File: config.mk
export PLATFORM = sky130hd
export DESIGN_NAME = ascii_command_framer_top
export DESIGN_NICKNAME = d
export VERILOG_FILES = /design/src/rtl/core/acf_pkg.sv /design/src/rtl/core/acf_ram.sv /design/src/rtl/core/acf_ctrl.sv /design/src/rtl/core/ascii_command_framer_top.sv
export SDC_FILE = /design/constraint.sdc
export NUM_CORES = 1
export LEC_CHECK = 0
export ABC_AREA = 1
export BUFFER_PORTS_ARGS = -buffer_cell sky130_fd_sc_hd__buf_2
export CORE_MARGIN = 4
export CORE_UTILIZATION = 25
export DETAILED_ROUTE_END_ITERATION = 10
export GPL_ROUTABILITY_DRIVEN = 1
export MAX_ROUTING_LAYER = met4
export SYNTH_ARGS = -nofsm -noshare
export SYNTH_HDL_FRONTEND = slang
export SYNTH_SLANG_ARGS = --single-unit
export TNS_END_PERCENT = 50
File: constraint.sdc
create_clock -name clock -period 3.2 [get_ports clock]
set_input_delay 0.48 -clock clock [delete_from_list [all_inputs] [get_ports clock]]
set_output_delay 0.48 -clock clock [all_outputs]
set_load 0.1 [all_outputs]
File: src/rtl/core/acf_pkg.sv
// shared constants and types for the ascii command framer
// no dependencies
`default_nettype none
package acf_pkg;

   localparam int BUF_DEPTH = 64;
   localparam int CNT_W     = $clog2(BUF_DEPTH + 1);
   localparam int ADDR_W    = $clog2(BUF_DEPTH);

   localparam logic [7:0] CH_NUL    = 8'h00;
   localparam logic [7:0] CH_STX    = 8'h02;
   localparam logic [7:0] CH_ETX    = 8'h03;
   localparam logic [7:0] CH_LF     = 8'h0A;
   localparam logic [7:0] CH_CR     = 8'h0D;
   localparam logic [7:0] CH_ASSIGN = 8'h3D;
   localparam logic [7:0] CH_QUERY  = 8'h3F;
   localparam logic [7:0] CH_NONE   = 8'hFF;

   localparam logic [1:0] CMD_GET = 2'd0;
   localparam logic [1:0] CMD_SET = 2'd1;
   localparam logic [1:0] CMD_BAD = 2'd2;

   typedef enum logic [2:0] {
      ST_IDLE,
      ST_SCAN_RD,
      ST_SCAN_CHK,
      ST_EMIT_RD,
      ST_EMIT_WR,
      ST_BAD
   } state_type;

   typedef struct packed {
      logic [1:0] cmd_type;
      logic       part;
      logic [7:0] char_out;
      logic       last;
   } beat_type;

endpackage
`default_nettype wire

File: src/rtl/core/acf_ram.sv
// generic single write, single read port ram with registered read
// no dependencies
`default_nettype none
module acf_ram #(
   parameter int WIDTH = 8,
   parameter int DEPTH = 64
) (
   input  wire logic                     clock,
   input  wire logic                     wr_en,
   input  wire logic [$clog2(DEPTH)-1:0] wr_addr,
   input  wire logic [WIDTH-1:0]         wr_data,
   input  wire logic                     rd_en,
   input  wire logic [$clog2(DEPTH)-1:0] rd_addr,
   output logic      [WIDTH-1:0]         rd_data
);

   logic [WIDTH-1:0] mem_ff [DEPTH];

   always_ff @(posedge clock) begin
      if (wr_en) begin
         mem_ff[wr_addr] <= wr_data;
      end
      if (rd_en) begin
         rd_data <= mem_ff[rd_addr];
      end
   end

endmodule
`default_nettype wire

File: src/rtl/core/acf_ctrl.sv
// byte intake, marker scan and result sequencing over the line store
// depends on acf_pkg and acf_ram
`default_nettype none
module acf_ctrl import acf_pkg::*; (
   input  wire logic       clock,
   input  wire logic       reset,
   input  wire logic       req_valid,
   output logic            req_stall,
   input  wire logic [7:0] req_rx_byte,
   input  wire logic       out_free,
   output logic            beat_load,
   output beat_type        beat
);

   state_type        state_ff, state_in;
   logic [CNT_W-1:0] fill_ff, fill_in;
   logic [CNT_W-1:0] byte_ff, byte_in;
   logic             cr_ff, cr_in;
   logic             stx_ff, stx_in;
   logic [CNT_W-1:0] n_ff, n_in;
   logic [CNT_W-1:0] idx_ff, idx_in;
   logic [CNT_W-1:0] pos_ff, pos_in;
   logic             set_ff, set_in;

   logic              wr_en;
   logic [ADDR_W-1:0] wr_addr;
   logic [7:0]        wr_data;
   logic              rd_en;
   logic [ADDR_W-1:0] rd_addr;
   logic [7:0]        rd_data;

   acf_ram #(.WIDTH(8), .DEPTH(BUF_DEPTH)) u_line_store (
      .clock   (clock),
      .wr_en   (wr_en),
      .wr_addr (wr_addr),
      .wr_data (wr_data),
      .rd_en   (rd_en),
      .rd_addr (rd_addr),
      .rd_data (rd_data)
   );

   always_ff @(posedge clock) begin
      if (reset) begin
         state_ff <= ST_IDLE;
         fill_ff  <= '0;
         byte_ff  <= '0;
         cr_ff    <= 1'b0;
         stx_ff   <= 1'b0;
      end else begin
         state_ff <= state_in;
         fill_ff  <= fill_in;
         byte_ff  <= byte_in;
         cr_ff    <= cr_in;
         stx_ff   <= stx_in;
      end
      n_ff   <= n_in;
      idx_ff <= idx_in;
      pos_ff <= pos_in;
      set_ff <= set_in;
   end

   logic [CNT_W-1:0] bc;
   logic             ovf;
   logic             in_name;
   logic             name_end;

   always_comb begin
      state_in  = state_ff;
      fill_in   = fill_ff;
      byte_in   = byte_ff;
      cr_in     = cr_ff;
      stx_in    = stx_ff;
      n_in      = n_ff;
      idx_in    = idx_ff;
      pos_in    = pos_ff;
      set_in    = set_ff;
      req_stall = (state_ff != ST_IDLE);
      wr_en     = 1'b0;
      wr_addr   = fill_ff[ADDR_W-1:0];
      wr_data   = req_rx_byte;
      rd_en     = 1'b0;
      rd_addr   = idx_ff[ADDR_W-1:0];
      beat_load = 1'b0;
      beat      = '0;
      bc        = byte_ff + CNT_W'(1);
      ovf       = (bc >= CNT_W'(BUF_DEPTH));
      in_name   = (idx_ff < pos_ff);
      name_end  = (idx_ff + CNT_W'(1) == pos_ff)
                  && (!set_ff || (pos_ff + CNT_W'(1) >= n_ff));

      unique case (state_ff)
         ST_IDLE: begin
            if (req_valid) begin
               // overflow clear comes before the byte is handled
               byte_in = ovf ? '0 : bc;
               if (ovf) begin
                  fill_in = '0;
                  cr_in   = 1'b0;
                  stx_in  = 1'b0;
               end
               priority if (req_rx_byte == CH_NONE) begin
               end else if (req_rx_byte == CH_CR) begin
                  cr_in = 1'b1;
               end else if (req_rx_byte == CH_STX) begin
                  fill_in = '0;
                  byte_in = '0;
                  cr_in   = 1'b0;
                  stx_in  = 1'b1;
               end else if ((req_rx_byte == CH_LF && cr_in)
                            || (req_rx_byte == CH_ETX && stx_in)) begin
                  n_in    = fill_in;
                  idx_in  = fill_in - CNT_W'(1);
                  state_in = (fill_in <= CNT_W'(1)) ? ST_BAD : ST_SCAN_RD;
                  fill_in = '0;
                  byte_in = '0;
                  cr_in   = 1'b0;
                  stx_in  = 1'b0;
               end else begin
                  cr_in = 1'b0;
                  if (req_rx_byte != CH_NUL) begin
                     wr_en   = 1'b1;
                     wr_addr = fill_in[ADDR_W-1:0];
                     fill_in = fill_in + CNT_W'(1);
                  end
               end
            end
         end
         ST_SCAN_RD: begin
            rd_en    = 1'b1;
            state_in = ST_SCAN_CHK;
         end
         ST_SCAN_CHK: begin
            priority if (rd_data == CH_QUERY || rd_data == CH_ASSIGN) begin
               pos_in   = idx_ff;
               set_in   = (rd_data == CH_ASSIGN);
               idx_in   = '0;
               state_in = ST_EMIT_RD;
            end else if (idx_ff == CNT_W'(1)) begin
               state_in = ST_BAD;
            end else begin
               idx_in   = idx_ff - CNT_W'(1);
               state_in = ST_SCAN_RD;
            end
         end
         ST_EMIT_RD: begin
            rd_en    = 1'b1;
            state_in = ST_EMIT_WR;
         end
         ST_EMIT_WR: begin
            if (out_free) begin
               beat_load     = 1'b1;
               beat.cmd_type = set_ff ? CMD_SET : CMD_GET;
               beat.part     = !in_name;
               beat.char_out = rd_data;
               if (in_name) begin
                  beat.last = name_end;
                  priority if (name_end) begin
                     state_in = ST_IDLE;
                  end else if (idx_ff + CNT_W'(1) == pos_ff) begin
                     idx_in   = pos_ff + CNT_W'(1);
                     state_in = ST_EMIT_RD;
                  end else begin
                     idx_in   = idx_ff + CNT_W'(1);
                     state_in = ST_EMIT_RD;
                  end
               end else begin
                  beat.last = (idx_ff + CNT_W'(1) == n_ff);
                  idx_in    = idx_ff + CNT_W'(1);
                  state_in  = beat.last ? ST_IDLE : ST_EMIT_RD;
               end
            end
         end
         ST_BAD: begin
            if (out_free) begin
               beat_load     = 1'b1;
               beat.cmd_type = CMD_BAD;
               beat.last     = 1'b1;
               state_in      = ST_IDLE;
            end
         end
         default: begin
            state_in = ST_IDLE;
         end
      endcase
   end

endmodule
`default_nettype wire

File: src/rtl/core/ascii_command_framer_top.sv
// an ending byte starts a backward scan of the line store, a read and a check per entry;
// each result is then a line store read and a load of the output register (an invalid
// result needs no read), and a load waits while the output is stalled
// throughput: one byte per cycle while idle; no byte is taken while results are sequenced
// reset: synchronous, active high; clears counts, flags and the output valid
// top level of the ascii command framer, holds the result output register
// depends on acf_pkg and acf_ctrl
`default_nettype none
module ascii_command_framer_top import acf_pkg::*; (
   input  wire logic       clock,
   input  wire logic       reset,
   input  wire logic       req_valid,
   output logic            req_stall,
   input  wire logic [7:0] req_rx_byte,
   output logic            rsp_valid,
   input  wire logic       rsp_stall,
   output logic [1:0]      rsp_cmd_type,
   output logic            rsp_part,
   output logic [7:0]      rsp_char_out,
   output logic            rsp_last
);

   logic     rsp_valid_ff;
   beat_type beat_ff;
   beat_type beat;
   logic     beat_load;
   logic     out_free;

   assign out_free = !rsp_valid_ff || !rsp_stall;

   acf_ctrl u_ctrl (
      .clock       (clock),
      .reset       (reset),
      .req_valid   (req_valid),
      .req_stall   (req_stall),
      .req_rx_byte (req_rx_byte),
      .out_free    (out_free),
      .beat_load   (beat_load),
      .beat        (beat)
   );

   always_ff @(posedge clock) begin
      if (reset) begin
         rsp_valid_ff <= 1'b0;
      end else if (beat_load) begin
         rsp_valid_ff <= 1'b1;
      end else if (!rsp_stall) begin
         rsp_valid_ff <= 1'b0;
      end
      if (beat_load) begin
         beat_ff <= beat;
      end
   end

   assign rsp_valid    = rsp_valid_ff;
   assign rsp_cmd_type = beat_ff.cmd_type;
   assign rsp_part     = beat_ff.part;
   assign rsp_char_out = beat_ff.char_out;
   assign rsp_last     = beat_ff.last;

endmodule
`default_nettype wire
## Yosys cells after proc, flatten, opt, wreduce, memory -nomap -nowiden

Memory sizes are Yosys's and may differ from the RTL's. A register that Yosys moved wholly into a read port is not among the register bits.
Index checks and enable logic that the tools add are counted.

| storage, ports and cells | value |
|---|---|
| bits in registers | 54 |
| memory bits (writable) | 512 |
| input bits | 12 |
| output and inout port bits | 14 |
| logic and storage cells | 154 |
| memories kept | 1 |

Memory list:

| name | depth | bits a word | rd ports | clocked after Yosys merged registers in | write ports | line | text |
|---|---|---|---|---|---|---|---|
| u_ctrl.u_line_store.mem_ff | 64 | 8 | 1 | 1 | 1 | acf_ram.sv:17 | `logic [WIDTH-1:0] mem_ff [DEPTH];` |

| cells by class | value |
|---|---|
| add/subtract/negate cells | 6 |
| magnitude comparators | 4 |
| equal/unequal tests | 25 |
| muxes and demuxes | 78 |
| bitwise gates (word level) | 3 |
| reduce and logical (&&, ||, !) cells | 23 |

Operator list:

| operator | number |
|---|---|
| 7-bit two-way mux | 24 |
| 6-bit two-way mux | 7 |
| 3-bit two-way mux | 11 |
| 7-bit by 1-bit adder with 7-bit output, second input constant | 4 |
| 1-bit two-way mux | 28 |
| 7-bit case mux with 3 select lines | 1 |
| 3-bit case mux with 6 select lines | 1 |
| 8-bit by 2-bit == test with 1-bit output, second input constant | 2 |
| 8-bit by 4-bit == test with 1-bit output, second input constant | 2 |
| 8-bit by 6-bit == test with 1-bit output, second input constant | 2 |
| 7-bit == test | 2 |
| 7-bit by 1-bit subtractor with 7-bit output, second input constant | 2 |
| 12-bit two-way mux | 1 |
| 2-bit != test, second input constant | 6 |
| 9-bit AND reduction | 1 |
| 8-bit == test, second input constant | 1 |
| 8-bit nonzero test | 1 |
| 7-bit by 1-bit == test with 1-bit output, second input constant | 1 |
| 7-bit greater-or-equal comparator | 1 |
| 7-bit greater-or-equal comparator, second input constant | 1 |
| 7-bit by 1-bit less-or-equal comparator with 1-bit output, second input constant | 1 |
| 7-bit < comparator | 1 |
| 7-bit AND reduction | 1 |
| 3-bit by 2-bit == test with 1-bit output, second input constant | 2 |
| 17 further kinds | 35 |

## Depth between registers and ports, before layout

Gate-level depths: netlist of run 1.

| depth | value |
|---|---|
| depth in word-level cells | 15 |
| gate-level depth with buffers | 16 |
| mapped depth without buffers | 15 |

## Hierarchy

Synthesis of run 1 repeated with hierarchy kept, for this count alone.

| second synthesis, totals | value |
|---|---|
| cells, all modules | 2348 |
| area total of the unflattened synthesis | 25268.0 sq um |

By module, submodules not included:

| module | times used | cells an instance | area an instance (sq um) | seq. area each (sq um) |
|---|---|---|---|---|
| acf_ram | 1 | 1822 | 21371.7 | 15615.0 |
| acf_ctrl | 1 | 510 | 3497.1 | 1041.0 |
| ascii_command_framer_top | 1 | 16 | 399.1 | 380.4 |

## Worst setup path after synthesis of run 1

Ideal clock, no wire load.

| path | value |
|---|---|
| kind | register to register |
| start | reg u_ctrl.state_ff[0] |
| end | mem u_ctrl.u_line_store.mem_ff[17][0], enable pin |
| setup time | 370 ps |
| data arrival time | 2726 ps |
| data required time | 2830 ps |
| path slack | 103 ps |
| stages on the path, launching flop included | 10 |
| buffers on the path | 0 |
| period minus slack after synthesis | 3097 ps |
| cell sequence | dfxtp_1 nor2_1 nand2_1 nor2_2 nand2_1 nor2_1 nand3_2 o21ai_0 nand4_1 nor2_1 |

| on the way | value |
|---|---|
| cells in the longest elaborated chain, start to end | 4 |
| elaborated cells on any way between the ends | 5 |
| classes of those cells | mux (4); reduce/logical (1) |

Ends and longest elaborated chain:

| item | line | text |
|---|---|---|
| start: declaration | acf_ctrl.sv:15 | `state_type state_ff, state_in;` |
| start signal: assignment | acf_ctrl.sv:50 | `state_ff <= state_in;` |
| 3-bit zero test * | acf_ctrl.sv:91 | `unique case (state_ff)` |
| 1-bit two-way mux | acf_ctrl.sv:91 |  |
| 1-bit two-way mux | acf_ram.sv:20 | `if (wr_en) begin` |
| 1-bit two-way mux (not written as such) | acf_ram.sv:21 | `mem_ff[wr_addr] <= wr_data;` |
| end: declaration | acf_ram.sv:17 |  |

Mark *: on every way between the ends. The rest lies on a longest branch, timed or not.

## Final worst setup path of run 1

| path | value |
|---|---|
| start | reg u_ctrl.byte_ff[0] |
| end | mem u_ctrl.u_line_store.mem_ff[11][2], enable pin |

| on the way | value |
|---|---|
| cells in the longest elaborated chain, start to end | 15 |
| elaborated cells on any way between the ends | 29 |
| classes of those cells | add/sub (1); order compare (1); mux (24); reduce/logical (3) |

Ends and longest elaborated chain:

| item | line | text |
|---|---|---|
| start: declaration | acf_ctrl.sv:17 | `logic [CNT_W-1:0] byte_ff, byte_in;` |
| start signal: assignment | acf_ctrl.sv:52 | `byte_ff <= byte_in;` |
| 7-bit by 1-bit adder with 7-bit output * | acf_ctrl.sv:85 | `bc = byte_ff + CNT_W'(1);` |
| 7-bit greater-or-equal comparator * | acf_ctrl.sv:86 | `ovf = (bc >= CNT_W'(BUF_DEPTH));` |
| 1-bit two-way mux | acf_ctrl.sv:96 | `if (ovf) begin` |
| 1-bit two-way mux | acf_ctrl.sv:93 | `if (req_valid) begin` |
| 1-bit two-way mux | acf_ctrl.sv:91 |  |
| 1-bit logical AND, on equally long branches | acf_ctrl.sv:109, acf_ctrl.sv:110 |  |
| 1-bit logical OR | acf_ctrl.sv:110 | `\|\| (req_rx_byte == CH_ETX && stx_in)) begin` |
| 1-bit two-way mux | acf_ctrl.sv:109 | `end else if ((req_rx_byte == CH_LF && cr_in)` |
| 1-bit two-way mux | acf_ctrl.sv:104 | `end else if (req_rx_byte == CH_STX) begin` |
| 1-bit two-way mux | acf_ctrl.sv:102 | `end else if (req_rx_byte == CH_CR) begin` |
| 1-bit two-way mux | acf_ctrl.sv:101 | `priority if (req_rx_byte == CH_NONE) begin` |
| 1-bit two-way mux | acf_ctrl.sv:93 |  |
| 1-bit two-way mux | acf_ctrl.sv:91 |  |
| 1-bit two-way mux | acf_ram.sv:20 |  |
| 1-bit two-way mux (not written as such) | acf_ram.sv:21 |  |

Mark *: on every way between the ends. The rest lies on a longest branch, timed or not. The select of a mux whose other input is x is not followed.

==> flow_summary.ini, run 1 <==
[logic_synthesis]
ys_types = 35
avgSynthCellArea_sq_um = 11.7
yosysSeqAreaShare_pct = 70.6
synth_top_area_share_pct = 69.0
synth-seq-cells = 574
yosysTopAreaCell = edfxtp_1
mappedNetlistArea_sq_mm = 0.0241
synth_nets = 2095
synth_area_leaders = edfxtp_1 (69%), nor2_1 (6.2%), o21ai_0 (5.8%), nand2_1 (3.1%), nand3_1 (2.3%)
synthCells = 2062
yosysWarnings = 0

[power]
p_leak_uw = 0.00962
design_power_total_uw = 15400
power.density_mw_per_mm2 = 540
ir_worst_vdd_v = 0.000462

[route]
wl_per_cell_um = 19.7
drt_iter0_drc = 1961
drcViolationCount = 0
wirelength_mm = 68.9
detail_route.first_pass.iterations = 5
via_per_inst = 4.84
via_count = 16900
ant_nets = 0

[sta]
layout_min_cycle_time_ns = 2.90
finalMaxSlewViolations = 0
fin_crit_sh_pct = 90.8
hold_viol = 0
finalWorstSetupSlack_ns = 0.295
slew_headroom_pct = 40.4
tightest_slew_ns = 0.893
rsz0062_at_grt = false
fmax_ghz = 0.344
finalSetupViolCount = 0
skew_ns = 0.0500

[floorplan]
ioPinCount = 26
dieWidth_um = 319
die_h_um = 319
start_util_pct = 25.3
dieArea_sq_mm = 0.102
num_rows = 113
core-area_sq_mm = 0.0953

[cells_and_area]
n_fill_cell = 9730
area_growth_pct = 18.1
drive_above_1_share_pct = 11.9
nets = 2212
final_util_pct = 29.9
diodes = 0

[clock_tree]
cts_buffer_depth = 3
clk_pin_slew_ns = 0.06
cts_max_level = 2
ctsHoldBuffers = 0
cts_tree = built
post_cts_resized = 0
numCtsBuffers = 59
cts-root-buf = clkbuf_16
cts_setup_buffers = 0
clkLatencyLatePin_ns = 0.65
cts.sinks = 574

[global_routing]
grt.overflow.total = 0
antenna_found_initial = 1
grt_pass1_wl_mm = 102
grt_max_degree = 111
grt_pass1_vias = 16300
track_usage_pct = 13.4

[critical_path]
crit_buf_inv = 4
criticalPathCategory = reg -> reg
crit_top_cell = buf_4
crit_path_end_kind = register
cpPeakStageDelay_ns = 0.38
cp-start-kind = register
critical-path-top-delay-family = simple AND/OR/NAND/NOR gates
critical_path.max_fanout = 10
required_ns = 3.57
rrSetupSlack_ns = 0.30
critPathArrivalTime_ns = 3.27
path_cells = ha_1 -> nand2_1 -> nor2_1 -> nand3_1 -> nand4_1 -> nand2_1 -> nand2_2 -> buf_4 -> inv_1 -> nor3_4 -> nand3_1 -> buf_4 -> nor2_1 -> buf_4
cp_slowest_cell = dfxtp_1

[hold_path]
hold_class = in -> reg

[placed_design]
port_buffers = 25
place_ws_ns = -0.00798
place.gp.congestion = 0.895
hpwlAfterDp_mm = 44.1

[job]
maxCapViolCount = 0

[run_status]
status = finished clean
## power by group
| group | switching [uW] | internal (uW) | leakage [uW] | total (uW) |
|---|---|---|---|---|
| Sequential | 13.3 | 8260 | 0.00518 | 8280 |
| Clock | 2910 | 3840 | 0.000919 | 6750 |
| Combinational | 289 | 80.0 | 0.00353 | 369 |
## sequential cells by signal (all words and copies together), names as in the netlist, 2 cells and up
| signal | cells |
|---|---|
| u_ctrl.byte_ff | 7 |
| u_ctrl.fill_ff | 7 |
| u_ctrl.pos_ff | 7 |
| u_ctrl.n_ff | 7 |
| rsp_cmd_type | 2 |
| u_ctrl.idx_ff | 7 |
| rsp_char_out | 8 |
| u_ctrl.u_line_store.rd_data | 8 |
| u_ctrl.state_ff | 3 |
| u_ctrl.u_line_store.mem_ff | 512 |
## worst reg2reg max path, stage by stage (launching register included)
cell	delay, ns
dfxtp_1	0.38
ha_1	0.20
nand2_1	0.09
nor2_1	0.13
nand3_1	0.16
nand4_1	0.14
nand2_1	0.07
nand2_2	0.07
buf_4	0.16
inv_1	0.12
nor3_4	0.34
nand3_1	0.12
buf_4	0.21
nor2_1	0.26
buf_4	0.21
## per-stage QoR
step           hold slack [ns]  setup TNS, ns  instance area [sq um]  std cells
2_1_floorplan            0.449              0                  24100       2062
3_3_place_gp             0.461         -0.202                  26600       3383
3_5_place_dp             0.465        -0.0514                  26600       3383
4_1_cts                  0.110              0                  28500       3492
5_1_grt                  0.143              0                  28500       3492
6_report                 0.148              0                  28500       3492
## layout by cell type, fill, tap and decap left out, types with 2 or more instances in the layout
cell type     n
o21ai_0     278
inv_6         2
nor4_1        2
ha_1         21
buf_4       137
clkinv_4      3
nand4_1      24
nand3_2       2
buf_2        25
clkinv_16     2
clkbuf_16    59
nand2_1     198
nor2_1      395
nand2_2       2
a31oi_1       2
nand3_1     112
nor3_1       11
clkinvlp_4    2
o22ai_1      81
nor2_2        3
o211ai_1     24
clkbuf_8      2
xor2_1       17
clkbuf_1     12
a21oi_1      50
buf_12        8
dfxtp_1      20
o221ai_1     42
o21a_1        2
bufinv_16     5
edfxtp_1    554
clkinv_1     19
clkinv_2      8
inv_1        92
## kinds of logic after synthesis
family / share of synthesized area, %
AND/OR/NAND/NOR: 12.8
flip-flops: 70.6
AO/OA/AOI/OAI: 11.5
buffers and inverters: 3.34
adder cells (fa/ha/maj): 1.09
XOR/XNOR: 0.654
## layout make-up
cell class	instances	area (sq um)	share of cell area [%]
Inverter	97	370	1.30
Timing Repair Buffer	170	1310	4.61
Tap cell	1265	1580	5.56
Clock inverter	36	355	1.25
Multi-Input combinational cell	1277	6280	22.1
Sequential cell	574	17000	59.8
Clock buffer	73	1550	5.44
## synth_stat cells (all sizes together)
library cell	n
a21oi	50
a22oi	1
a31o	1
a31oi	2
a41oi	1
buf	17
clkbuf	97
clkinv	5
dfxtp	20
edfxtp	554
ha	21
inv	92
nand2	200
nand3	114
nand3b	1
nand4	24
nor2	398
nor3	12
nor4	2
o2111ai	1
o211ai	24
o21a	2
o21ai	280
o21bai	1
o221ai	42
o22ai	81
or2	1
xnor2	1
xor2	17
## worst paths after layout
kind,end,cells after the start,startpoint
setup / recovery,u_ctrl.u_line_store.mem_ff[11][2],14,u_ctrl.byte_ff[0]
hold / removal,u_ctrl.u_line_store.mem_ff[17][7],2,req_rx_byte[7]
setup reg to reg,u_ctrl.u_line_store.mem_ff[11][2],14,u_ctrl.byte_ff[0]
hold reg to reg,u_ctrl.byte_ff[6],2,u_ctrl.byte_ff[6]
## metal layers
metal  share of wire (%)  up-vias  track usage [%]
met5                   0        -                -
met4                 3.1        0             4.58
met3                 8.1      108             2.43
met2                  46      738             20.7
met1                  43     8308             17.9
li1                    -     7753                -
(Power assumes the default switching activity.)
==> run 2: changes to the inputs <==
--- a/config.mk
+++ b/config.mk
@@ -14,5 +14,6 @@
 export MAX_ROUTING_LAYER = met4
 export SYNTH_ARGS = -nofsm -noshare
 export SYNTH_HDL_FRONTEND = slang
+export SYNTH_HIERARCHICAL = 1
 export SYNTH_SLANG_ARGS = --single-unit
 export TNS_END_PERCENT = 50
==> flow_summary.ini, run 2 <==
[run_status]
status = finished clean

[clock_tree]
numCtsBuffers = 58
clkLatencyLatePin_ns = 0.64
cts.sinks = 574
cts_buffer_depth = 3
cts_tree = built
cts-root-buf = clkbuf_16
clk_pin_slew_ns = 0.06
ctsHoldBuffers = 0
cts_max_level = 2

[logic_synthesis]
ys_types = 46
synthArstFlopShare_pct = 0
synth-seq-cells = 574
synth_nets = 2382
synth_ff_type = edfxtp_1
synth_top_area_share_pct = 65.8
synth_edf_count = 554
yosysSeqAreaShare_pct = 67.4
avgSynthCellArea_sq_um = 10.8
yosysWarnings = 6
mappedNetlistArea_sq_mm = 0.0253
yosysTopAreaCell = edfxtp_1
yosysMostFrequentCell = nand2_1
synthCells = 2348
synth_commonest_cells = nand2_1 (776), edfxtp_1 (554), nand3_1 (489)
synth_area_leaders = edfxtp_1 (66%), nand2_1 (12%), nand3_1 (9.7%), nor2_1 (1.6%), dfxtp_1 (1.6%)

[power]
seq_power_share_pct = 53.4
p_sw_share_pct = 20.3
design_power_total_uw = 15500
power_frac_comb_pct = 2.4
power.density_mw_per_mm2 = 526
netSwitchingPower_uw = 3160
power_frac_clock_pct = 44.2
p_leak_uw = 0.0109
ir_worst_vdd_v = 0.000436
p_int_uw = 12400

[placed_design]
port_buffers = 25
hpwlAfterDp_mm = 43.1
place.gp.congestion = 0.858

[floorplan]
core-area_sq_mm = 0.100
ioPinCount = 26
num_rows = 116
start_util_pct = 25.2
dieArea_sq_mm = 0.106
die_h_um = 326
dieWidth_um = 326

[cells_and_area]
final_util_pct = 29.4
final_cell_mix = nand2_1 (776), edfxtp_1 (554), nand3_1 (489)
area_growth_pct = 16.7
largest_reg_flops = 512
n_fill_cell = 10300
nets = 2501
final_common_cell = nand2_1
top_register = u_ctrl/u_line_store/mem_ff
drive_above_1_share_pct = 12.1

[global_routing]
grt_pass1_wl_mm = 102
grt.overflow.total = 0
track_usage_pct = 12.7
grt_max_degree = 179
grt_pass1_vias = 16800
antenna_found_initial = 6

[route]
ant_nets = 0
drt_iter0_drc = 1660
wirelength_mm = 67.5
drcViolationCount = 0
via_count = 17500
detail_route.first_pass.iterations = 6
via_per_inst = 4.60
wl_per_cell_um = 17.7

[critical_path]
crit_top_cell = nand2_2
critical-path-top-delay-family = simple AND/OR/NAND/NOR gates
critPathArrivalTime_ns = 3.28
crit_path_end_kind = register
criticalPathCategory = reg -> reg
crit_buf_inv = 3
cp_slowest_cell = dfxtp_1
required_ns = 3.52
cpPeakStageDelay_ns = 0.35
cp-start-kind = register
critical_path.max_fanout = 8
path_cells = ha_1 -> nand2_2 -> nor2_4 -> nand3_2 -> nand2_4 -> nand4_1 -> nand2_1 -> nand2_2 -> and3_1 -> nand2_2 -> nand2_1 -> inv_1 -> inv_1 -> nor2_1 -> nand3_1 -> nor2_1 -> buf_4

[sta]
finalMaxSlewViolations = 0
fin_crit_sh_pct = 92.4
hold_viol = 0
whs_ns = 0.147
skew_ns = 0.0511
fmax_ghz = 0.338
slew_headroom_pct = 35.2
finalSetupViolCount = 0
layout_min_cycle_time_ns = 2.96
tightest_slew_ns = 0.971
rsz0062_at_grt = false

[hold_path]
hold_class = in -> reg

[job]
maxCapViolCount = 0
==> run 2: cell types whose count changed after synthesis, sizes merged, moves of 41 or more <==
cell    change
buf        +88
clkbuf     -84
nand2     +586
nand3     +377
nor2      -278
o21ai     -263
o221ai     -41
o22ai      -80
==> run 2: area by class of cell <==
cell class / instances / area, sq um / share of cell area, %
Clock buffer: 72 / 1510 / 5.13
Timing Repair Buffer: 177 / 1390 / 4.72
Sequential cell: 574 / 17000 / 57.8
Antenna cell: 5 / 12.5 / 0.0424
Inverter: 108 / 413 / 1.40
Clock inverter: 32 / 420 / 1.43
Tap cell: 1298 / 1620 / 5.51
Multi-Input combinational cell: 1548 / 7080 / 24.0
==> run 2: kinds of logic (layout without fill, tap and decap cells) <==
group	after synthesis	in the layout	synth area share [%]
compound gates	63	63	1.41
flops	574	574	67.4
other cells	0	5	0
xor+xnor	12	12	0.416
buf+inv	226	389	4.65
fa+ha+maj	22	22	1.09
simple gates	1451	1451	25.0
==> run 2: what timing repair did <==
item	4_1_cts	5_1_grt
setup buffers	0	2
resized for setup	0	5
endpoints found under the setup margin	0	301
==> run 2: per-stage QoR <==
stage	setup TNS, ns	setup slack [ns]	cell area [sq um]	instances
after floorplan	-4.57	-0.169	25300	2348
after global placement	0	0.0833	27500	3703
after detailed placement	0	0.0724	27500	3703
after CTS	0	0.143	29400	3807
after global routing	0	0.00369	29500	3813
final	0	0.242	29500	3814
==> run 2: worst paths after layout <==
| path | startpoint | end | slack [ns] | cells past startpoint |
|---|---|---|---|---|
| worst max register to register | u_ctrl/byte_ff[1] | u_ctrl/u_line_store/mem_ff[42][1] | 0.24 | 17 |
| worst min register to register | u_ctrl/fill_ff[6] | u_ctrl/fill_ff[6] | 0.46 | 2 |
| worst max-delay path | u_ctrl/byte_ff[1] | u_ctrl/u_line_store/mem_ff[42][1] | 0.24 | 17 |
| worst min-delay path | req_rx_byte[1] | u_ctrl/u_line_store/mem_ff[32][1] | 0.15 | 1 |
==> run 2: worst register-to-register path, delay by kind of cell (launching register included) <==
family | cells | cell delay, ns
buffers and inverters | 3 | 0.35
adders and majority gates | 1 | 0.20
DFF | 1 | 0.35
and+or+nand+nor | 13 | 1.76
==> run 2: power by group through the flow <==
stage          logic [uW]  clock network, uW  registers [uW]
2_1_floorplan         125                  0            8430
3_3_place_gp          373                  0            8440
3_5_place_dp          377                  0            8440
4_1_cts               378               7010            8280
5_1_grt               407               7340            8280
6_report              372               6860            8280
==> run 2: layer usage <==
metal / up-vias / GRT usage [%] / wire length, um
li1: 8361 / - / -
met1: 8438 / 17.0 / 29800
met2: 630 / 20.1 / 31100
met3: 106 / 2.32 / 5070
met4: 0 / 3.17 / 1520
met5: - / - / 0
==> run 3: changes to the inputs <==
--- a/config.mk
+++ b/config.mk
@@ -6,9 +6,10 @@
 export NUM_CORES = 1
 export LEC_CHECK = 0
 export ABC_AREA = 1
-export BUFFER_PORTS_ARGS = -buffer_cell sky130_fd_sc_hd__buf_2
-export CORE_MARGIN = 4
+export BUFFER_PORTS_ARGS = -buffer_cell sky130_fd_sc_hd__clkbuf_2
+export CORE_MARGIN = 2
 export CORE_UTILIZATION = 25
+export CTS_CLUSTER_DIAMETER = 50
 export DETAILED_ROUTE_END_ITERATION = 10
 export GPL_ROUTABILITY_DRIVEN = 1
 export MAX_ROUTING_LAYER = met4
==> flow_summary.ini, run 3 (same netlist as run 2, synthesis figures left out) <==
[run_status]
status = finished clean

[sta]
fmax_ghz = 0.336
tightest_slew_ns = 0.963
fin_crit_sh_pct = 92.9
finalSetupViolCount = 0
finalWorstSetupSlack_ns = 0.228
rsz0062_at_grt = false
setup-tns-final_ns = 0
hold_viol = 0
layout_min_cycle_time_ns = 2.97
slew_headroom_pct = 35.8
skew_ns = 0.0288
finalMaxSlewViolations = 0

[route]
detail_route.first_pass.iterations = 6
via_count = 17600
drcViolationCount = 0
wl_per_cell_um = 18.1
via_per_inst = 4.58
drt_iter0_drc = 1985
ant_nets = 0
wirelength_mm = 69.6

[global_routing]
track_usage_pct = 13.7
antenna_found_initial = 2
grt.overflow.total = 0
grt_pass1_vias = 16800
grt_max_degree = 114
grt_pass1_wl_mm = 105

[power]
power.density_mw_per_mm2 = 561
seq_power_share_pct = 49.2
p_leak_uw = 0.0112
power_frac_comb_pct = 2.3
power_frac_clock_pct = 48.5
netSwitchingPower_uw = 3680
p_int_uw = 13100
p_sw_share_pct = 21.9
ir_worst_vdd_v = 0.000336

[cells_and_area]
top_register = u_ctrl/u_line_store/mem_ff
nets = 2518
largest_reg_flops = 512
multi_input_area_sq_mm = 0.00707
layoutNonFillerInstCount = 3840
final_cell_mix = nand2_1 (776), edfxtp_1 (554), nand3_1 (489)
final_common_cell = nand2_1
drive_above_1_share_pct = 13.2
area_growth_pct = 18.7
diodes = 0
n_fill_cell = 10200
seqCellArea_sq_mm = 0.0170

[critical_path]
cpPeakStageDelay_ns = 0.33
crit_top_cell = inv_1
required_ns = 3.52
cp-start-kind = register
r2r-start = u_ctrl/state_ff[1]
critPathArrivalTime_ns = 3.29
path_cells = nor2_1 -> inv_1 -> nor2_2 -> inv_1 -> nor2_4 -> inv_2 -> nor2_1 -> and3_1 -> nand2_2 -> nand2_1 -> inv_1 -> buf_4 -> nor3_1 -> inv_1 -> nor3_1 -> buf_4
crit_path_start = u_ctrl/state_ff[1]
critical_path.max_fanout = 8
crit_path_end_kind = register
cp_slowest_cell = dfxtp_1
critical-path-top-delay-family = simple AND/OR/NAND/NOR gates
crit_buf_inv = 7
criticalPathCategory = reg -> reg

[placed_design]
hpwlAfterDp_mm = 44.2
port_buffers = 25
place_ws_ns = 0.0759
place.gp.congestion = 0.897
dp.cells = 3707

[floorplan]
num_rows = 116
start_util_pct = 25.2
core-area_sq_mm = 0.100
ioPinCount = 26
dieWidth_um = 322
dieArea_sq_mm = 0.104
die_h_um = 322

[clock_tree]
cts_setup_buffers = 0
cts_buffer_depth = 3
cts_tree = built
cts-root-buf = clkbuf_16
cts_max_level = 3
cts.sinks = 574
clkLatencyLatePin_ns = 0.62
clk_pin_slew_ns = 0.06
numCtsBuffers = 73

[hold_path]
hold_class = in -> reg
hp-start = req_rx_byte[6]

[job]
maxCapViolCount = 0
## run 3: cell types whose count changed in the layout (fill, tap and decap cells not counted), sizes merged
cell      delta
buf         -22
diode        -5
clkinvlp     +6
inv         +11
clkbuf      +30
clkinv       +8
bufinv       -2
## run 3: path summary, 6_finish.rpt
check                                                         end  slack [ns]  cells past startpoint
worst max-delay path            u_ctrl/u_line_store/mem_ff[48][6]        0.23                     16
worst min-delay path            u_ctrl/u_line_store/mem_ff[62][6]        0.16                      1
worst min register to register                  u_ctrl/fill_ff[6]        0.48                      2
worst max register to register  u_ctrl/u_line_store/mem_ff[48][6]        0.23                     16
## run 3: power groups by stage
| stage | registers, uW | logic [uW] | clock network, uW |
|---|---|---|---|
| after floorplan | 8430 | 125 | 0 |
| after global placement | 8430 | 378 | 0 |
| after detailed placement | 8430 | 382 | 0 |
| after CTS | 8280 | 383 | 8330 |
| after global routing | 8270 | 411 | 8630 |
| final | 8280 | 383 | 8170 |
## run 3: per-layer routing
layer	routed length (um)	global-route usage [%]	up-vias
li1	-	-	8413
met1	31400	18.8	8418
met2	31900	20.8	667
met3	4770	2.03	101
met4	1530	4.09	0
met5	0	-	-
## run 3: per-stage QoR
| step | instance area [sq um] | utilization (%) | hold slack (ns) | power (uW) |
|---|---|---|---|---|
| global route | 30000 | 30.0 | 0.151 | 17300 |
| CTS | 30000 | 29.9 | 0.139 | 17000 |
| global placement | 27500 | 27.5 | 0.453 | 8810 |
| finish | 30000 | 30.0 | 0.164 | 16800 |
| detailed placement | 27500 | 27.5 | 0.463 | 8820 |
| floorplan | 25300 | - | 0.445 | 8560 |
## run 3: final cells by class
| cell class | count | share of cell area, % |
|---|---|---|
| Clock buffer | 78 | 6.15 |
| Clock inverter | 55 | 2.02 |
| Inverter | 108 | 1.38 |
| Multi-Input combinational cell | 1548 | 23.6 |
| Sequential cell | 574 | 56.8 |
| Tap cell | 1298 | 5.41 |
| Timing Repair Buffer | 179 | 4.69 |
## run 3: timing repair
action	CTS	global route
endpoints found under the setup margin	0	55
resized for setup	0	2
hold buffers	0	0
